## src/hdl/gsa_pkg.sv

```systemverilog
// Shared types, sizes and op codes for the generational slot allocator.
package gsa_pkg;

  localparam int SLOTS     = 64;
  localparam int GEN_BITS  = 16;
  localparam int IDX_W     = (SLOTS > 2) ? $clog2(SLOTS) : 1;
  localparam int OUT_IDX_W = 6;
  localparam int OUT_GEN_W = 16;
  localparam int HGEN_W    = 16;
  localparam int SIDX_W    = 8;
  localparam int CMP_W     = 32;

  localparam logic [1:0] OP_ALLOC = 2'd0;
  localparam logic [1:0] OP_CHECK = 2'd1;
  localparam logic [1:0] OP_FREE  = 2'd2;

  typedef logic [GEN_BITS-1:0] gen_t;
  typedef logic [IDX_W-1:0]    idx_t;

  typedef struct packed {
    logic [1:0]        op;
    logic [SIDX_W-1:0] slot_index;
    logic [HGEN_W-1:0] handle_generation;
    logic              setup_ok;
  } in_t;

  typedef struct packed {
    logic                 ok;
    logic [OUT_IDX_W-1:0] out_index;
    logic [OUT_GEN_W-1:0] out_generation;
  } out_t;

  typedef struct packed {
    logic any;
    idx_t idx;
  } free_slot_t;

endpackage

```

## src/hdl/gsa_gen_mem.sv

```systemverilog
// Generation store: one write port, one read port, registered read data.
module gsa_gen_mem
  import gsa_pkg::*;
(
  input  logic clk,
  input  logic we,
  input  idx_t waddr,
  input  gen_t wdata,
  input  logic re,
  input  idx_t raddr,
  output gen_t rdata
);

  gen_t mem [SLOTS];
  gen_t rdata_r;

  always_ff @(posedge clk) begin
    if (we) begin
      mem[waddr] <= wdata;
    end
    if (re) begin
      rdata_r <= mem[raddr];
    end
  end

  assign rdata = rdata_r;

endmodule

```

## src/hdl/gsa_free_enc.sv

```systemverilog
// Lowest free slot search: groups of eight, then the first group with a free slot.
module gsa_free_enc
  import gsa_pkg::*;
(
  input  logic [SLOTS-1:0] alive,
  output free_slot_t       free_slot
);

  localparam int GRP  = 8;
  localparam int NGRP = (SLOTS + GRP - 1) / GRP;

  logic [NGRP*GRP-1:0] free_v;
  logic [NGRP-1:0]     grp_any;
  logic [2:0]          grp_pos [NGRP];

  // padding slots read as alive so they are never picked
  always_comb begin
    free_v = '0;
    free_v[SLOTS-1:0] = ~alive;
  end

  always_comb begin
    for (int g = 0; g < NGRP; g++) begin
      grp_any[g] = |free_v[g*GRP +: GRP];
      grp_pos[g] = '0;
      for (int b = GRP - 1; b >= 0; b--) begin
        if (free_v[g*GRP + b]) begin
          grp_pos[g] = 3'(b);
        end
      end
    end
  end

  always_comb begin
    free_slot = '0;
    for (int g = NGRP - 1; g >= 0; g--) begin
      if (grp_any[g]) begin
        free_slot.any = 1'b1;
        free_slot.idx = IDX_W'(g * GRP) + IDX_W'(grp_pos[g]);
      end
    end
  end

endmodule

```

## src/hdl/generational_slot_allocator_top.sv

```systemverilog
// The result strobe is registered out of the RMW state; start is taken again only in idle.
// Idle reads the slot generation; the RMW state checks it, or bumps and writes it on alloc.
// busy is high only in the read-modify-write cycle; the result register frees the front end.
// Synchronous active-low reset clears all alive bits and marks every generation as zero.
// The receiver cannot stall: out_valid is a one-cycle strobe.
module generational_slot_allocator_top
  import gsa_pkg::*;
(
  input  logic clk,
  input  logic rst_n,
  input  logic start,
  output logic busy,
  input  in_t  in_item,
  output logic out_valid,
  output out_t out_item
);

  typedef enum logic {
    S_IDLE,
    S_RMW
  } state_t;

  state_t           state_r, state_nxt;
  logic             busy_r;
  logic             out_valid_r, out_valid_nxt;
  out_t             out_item_r, out_item_nxt;
  logic [SLOTS-1:0] alive_r, alive_nxt;
  logic [SLOTS-1:0] written_r, written_nxt;

  logic              op_alloc_r;
  logic [1:0]        op_r;
  logic [HGEN_W-1:0] hgen_r;
  logic              setup_r;
  logic              found_r;
  logic              inrange_r;
  idx_t              addr_r;

  free_slot_t free_slot;
  logic       accept;
  idx_t       rd_addr;
  gen_t       rdata;
  gen_t       cur_gen;
  gen_t       inc_gen;
  gen_t       new_gen;
  logic       handle_ok;
  logic       mem_we;

  gsa_free_enc u_free_enc (
    .alive     (alive_r),
    .free_slot (free_slot)
  );

  assign accept  = start && !busy_r;
  assign rd_addr = (in_item.op == OP_ALLOC) ? free_slot.idx : in_item.slot_index[IDX_W-1:0];

  gsa_gen_mem u_gen_mem (
    .clk   (clk),
    .we    (mem_we),
    .waddr (addr_r),
    .wdata (new_gen),
    .re    (accept),
    .raddr (rd_addr),
    .rdata (rdata)
  );

  // slots not written since reset read as generation zero
  assign cur_gen = written_r[addr_r] ? rdata : '0;
  assign inc_gen = cur_gen + gen_t'(1);
  assign new_gen = (inc_gen == '0) ? gen_t'(1) : inc_gen;

  assign handle_ok = (hgen_r != '0) && inrange_r && alive_r[addr_r] &&
                     (CMP_W'(cur_gen) == CMP_W'(hgen_r));

  assign mem_we = (state_r == S_RMW) && op_alloc_r && found_r && setup_r;

  always_comb begin
    state_nxt     = state_r;
    out_valid_nxt = 1'b0;
    out_item_nxt  = out_item_r;
    alive_nxt     = alive_r;
    written_nxt   = written_r;
    case (state_r)
      S_IDLE: begin
        if (accept) begin
          state_nxt = S_RMW;
        end
      end
      S_RMW: begin
        state_nxt     = S_IDLE;
        out_valid_nxt = 1'b1;
        out_item_nxt  = '0;
        case (op_r)
          OP_ALLOC: begin
            if (found_r && setup_r) begin
              alive_nxt[addr_r]           = 1'b1;
              written_nxt[addr_r]         = 1'b1;
              out_item_nxt.ok             = 1'b1;
              out_item_nxt.out_index      = OUT_IDX_W'(addr_r);
              out_item_nxt.out_generation = OUT_GEN_W'(new_gen);
            end
          end
          OP_CHECK: begin
            out_item_nxt.ok = handle_ok;
          end
          OP_FREE: begin
            if (handle_ok) begin
              alive_nxt[addr_r] = 1'b0;
              out_item_nxt.ok   = 1'b1;
            end
          end
          default: begin
            out_item_nxt.ok = 1'b0;
          end
        endcase
      end
      default: begin
        state_nxt = S_IDLE;
      end
    endcase
  end

  always_ff @(posedge clk) begin
    if (!rst_n) begin
      state_r     <= S_IDLE;
      busy_r      <= 1'b0;
      out_valid_r <= 1'b0;
    end else begin
      state_r     <= state_nxt;
      busy_r      <= (state_nxt == S_RMW);
      out_valid_r <= out_valid_nxt;
    end
  end

  always_ff @(posedge clk) begin
    if (!rst_n) begin
      alive_r   <= '0;
      written_r <= '0;
    end else begin
      alive_r   <= alive_nxt;
      written_r <= written_nxt;
    end
  end

  always_ff @(posedge clk) begin
    out_item_r <= out_item_nxt;
    if (accept) begin
      op_r       <= in_item.op;
      op_alloc_r <= (in_item.op == OP_ALLOC);
      hgen_r     <= in_item.handle_generation;
      setup_r    <= in_item.setup_ok;
      found_r    <= free_slot.any;
      inrange_r  <= ({1'b0, in_item.slot_index} < (SIDX_W + 1)'(SLOTS));
      addr_r     <= rd_addr;
    end
  end

  assign busy      = busy_r;
  assign out_valid = out_valid_r;
  assign out_item  = out_item_r;

endmodule

```

## config.mk

```make
export PLATFORM = sky130hd
export DESIGN_NAME = generational_slot_allocator_top
export DESIGN_NICKNAME = d
export VERILOG_FILES = /design/src/hdl/gsa_pkg.sv /design/src/hdl/gsa_gen_mem.sv /design/src/hdl/gsa_free_enc.sv /design/src/hdl/generational_slot_allocator_top.sv
export SDC_FILE = /design/constraint.sdc
export NUM_CORES = 2
export LEC_CHECK = 0
export CAP_MARGIN = 40
export CORE_ASPECT_RATIO = 1.4
export CORE_MARGIN = 1
export CORE_UTILIZATION = 60
export DETAILED_ROUTE_END_ITERATION = 16
export DONT_BUFFER_PORTS = 1
export PLACE_DENSITY_LB_ADDON = 0.05
export SLEW_MARGIN = 20
export SYNTH_ARGS = -nofsm -noshare
export SYNTH_HDL_FRONTEND = slang
export SYNTH_SLANG_ARGS = --single-unit
```

## constraint.sdc

```tcl
create_clock -name clk -period 6.5 [get_ports clk]
set_input_delay 0.65 -clock clk [delete_from_list [all_inputs] [get_ports clk]]
set_output_delay 0.65 -clock clk [all_outputs]
set_load 0.01 [all_outputs]
```

==> run summary <==
Status -> complete, no violations
Clock slew at reported path FFs -> 60 ps
Die Y -> 343 microns
Final worst slack -> 1020 ps
Wire per inst -> 30.1 microns
Main synth FF type -> edfxtp_1
Num rows -> 124
Post_cts resized -> 0
Clock network fraction of total power -> 0.407
H-tree lvl count -> 3
Core area -> 82100 sq um
Rel. slew slack -> 0.280
CP Depth -> 18
Power share of the combinational group -> 0.067
Static Leakage -> 0.0188 uW
Clk sinks -> 1221
Final-stage net count -> 3714
Die Width -> 246 microns
CTS tree -> done
CTS root buffer -> clkbuf_16
CP startpoint -> addr_r[2]
DR iter-0 viols -> 3563
Slew Viols, Final -> 0
Commonest non-fill, non-tap cell in the layout -> edfxtp_1
Reg2reg start -> addr_r[2]
Routed wire length -> 146 mm
ANT nets after route -> 0
Cell count after synthesis -> 3634
Final critical-path share of the clock period -> 0.843
Most frequent cells in the layout -> edfxtp_1 (1091), nand2_1 (588), nor2_1 (220)
Tot Pwr -> 16400 uW
Setup bufs post-CTS -> 0
CTS Buf Count -> 114
Crit-path max FO -> 65
Worst min path class -> input pin to flop
Area after DPL -> 52000 sq um
Final hold violation count -> 0
Vias per inst -> 6.65
Crit path buf inv count -> 2
Worst setup endpoint -> out_item[0]
Buffers on Ports -> 0
Clock latency on the worst-skew pair -> 700 ps
Required time of the critical path -> 7060 ps
Startpoint types -> flop
Post-synthesis sequential area ratio -> 0.708
TNS Setup -> 0 ps
CP max stage delay -> 740 ps
Initial antenna violation count -> 4
Antenna Cells -> 0
Global-route usage over all layers -> 0.347
DP Wirelength -> 91.1 mm
MaxCap Viol Count -> 0
RSZ-0062 raised after global routing -> false
Yosys reg bits -> 1221
Fmax -> 182 MHz
Layout Cell Area excl Fill -> 55700 sq um
Worst r2r path cells -> 18
Number of flops mapped to enable cells by yosys -> 1091
Syn_area_per_cell -> 13.7 sq um
Syn Nets -> 3668
Sequential power share -> 0.527
Routed via count -> 32300
GR Overflow Total -> 0
Clock skew -> 29.8 ps
Area grow syn2layout -> 11.6%
Family with the most delay on the worst path -> simple AND/OR/NAND/NOR gates
Hold_buf cts -> 0
Finished Core Util -> 0.679
Async set or reset register ratio after synthesis -> 0
Switching power -> 3740 uW
Vias in the first global route -> 31200
Pwr dens -> 294 nW/um^2
Max Buffers Root-to-Sink -> 3
Synth unique cells -> 86
Slowest cell on crit path -> edfxtp_1
Internal -> 12600 uW
IO Pins -> 55
VDD IR max -> 0.329 mV
Worst Tran Pin Value -> 1080 ps
Pre-CTS setup slack -> 942 ps
Fin crit period -> 5480 ps
Post-Syn Area -> 49900 sq um
Setup-failing EPs final -> 0
Full die area -> 84400 sq um
Crit end category -> flop
Worst flop-to-flop path endpoint -> out_item[0]
CP arrival -> 6040 ps
Yosys warns -> 0
FILL cells -> 5686
Worst reg2reg setup slack -> 1020 ps
Sw frac -> 0.229
Drt first pass iters -> 6
Cells along the critical path -> buf_4 -> nor2b_1 -> a221oi_1 -> o22ai_1 -> a221o_1 -> a211oi_4 -> nor2b_1 -> ha_1 -> nand3_1 -> nor2_1 -> xnor2_1 -> o21ai_0 -> nor4bb_1 -> nand3_1 -> nor3_1 -> nand2b_2 -> buf_12 -> and2_1
Setup CP Type -> flop to flop
First-pass GRT wire length -> 210 mm
Layout cell share with drive strength beyond 1 -> 0.129
Placer Congestion -> 0.997
Largest net degree at the start of global routing -> 131
Initial Utilization -> 0.608
DRC Markers -> 0
cell usage after synthesis (51+ instances only):
master	count	share of area
a21oi_1	160	0.016
buf_2	76	0.0076
nand3_1	100	0.010
nor2_1	240	0.018
clkbuf_1	141	0.011
mux2i_1	163	0.033
o21a_1	74	0.011
edfxtp_1	1091	0.66
nand2_1	591	0.044
dfxtp_1	130	0.052
o21ai_0	115	0.012
mux4_2	51	0.023
cell type report:
| type | instances | area, sq um | area share |
|---|---|---|---|
| Clock buffer | 148 | 3080 | 0.0552 |
| Timing Repair Buffer | 173 | 1600 | 0.0287 |
| Sequential cell | 1221 | 35400 | 0.635 |
| Multi-Input combinational cell | 2138 | 13600 | 0.244 |
| Clock inverter | 68 | 629 | 0.0113 |
| Inverter | 32 | 128 | 0.00229 |
| Tap cell | 1071 | 1340 | 0.0240 |
worst reg2reg max path: stages, from the launching register on:
cell and delay (ps):
edfxtp_1 740, buf_4 330, nor2b_1 200, a221oi_1 310
o22ai_1 200, a221o_1 430, a211oi_4 450, nor2b_1 150
ha_1 270, nand3_1 160, nor2_1 90, xnor2_1 370
o21ai_0 160, nor4bb_1 330, nand3_1 120, nor3_1 360
nand2b_2 230, buf_12 250, and2_1 170
state kept, by name, summed over array words and instances, names as in the netlist, named ones only:
signal	cells
busy	1
found_r	1
out_item	23
hgen_r	16
written_r	64
u_gen_mem.mem	1024
op_r	2
setup_r	1
addr_r	6
u_gen_mem.rdata	16
out_valid	1
op_alloc_r	1
inrange_r	1
metrics by stage:
| step | cells | hold WS, ps |
|---|---|---|
| global placement | 4618 | 441 |
| floorplan | 3634 | 432 |
| global route | 4851 | 27.6 |
| finish | 4851 | 50.1 |
| detailed placement | 4633 | 446 |
| CTS | 4849 | 19.6 |
cells by family (layout without fill, tap and decap cells):
logic type                 after synthesis  after routing  synth area share
DFF                                   1221           1221             0.708
and+or+nand+nor                       1191           1191             0.107
AOI/OAI and AO/OA                      691            691            0.0967
buffers and inverters                  275            421            0.0239
muxes                                  231            231            0.0596
xor gates and xnor gates                21             21           0.00368
adders and majority gates                4              4           0.00100
worst min-delay path by stage:
stage	start	cells after the start	end
5_1_grt	in_item[8]	0	hgen_r[7]
6_report	in_item[15]	0	hgen_r[14]
3_5_place_dp	written_r[48]	1	written_r[48]
4_1_cts	in_item[9]	0	hgen_r[8]
3_3_place_gp	written_r[40]	1	written_r[40]
2_1_floorplan	written_r[15]	1	written_r[15]
layer usage:
layer | vias to the layer above | routed length, microns | GRT usage | part of all wire
li1 | 14000 | - | - | -
met1 | 16100 | 52900 | 0.436 | 0.36
met2 | 1753 | 71500 | 0.575 | 0.49
met3 | 411 | 12300 | 0.0523 | 0.084
met4 | 4 | 9290 | 0.201 | 0.064
met5 | - | 22 | 0 | 0.00015
power groups by stage:
stage	Sequential (uW)	Clock, uW	Combinational [uW]
final	8620	6650	1090
after CTS	8620	6700	1070
after floorplan	8740	0	651
after global routing	8610	6980	1140
after detailed placement	8790	0	1070
after global placement	8790	0	1040
No activity file was read; power rests on OpenSTA's default activity.
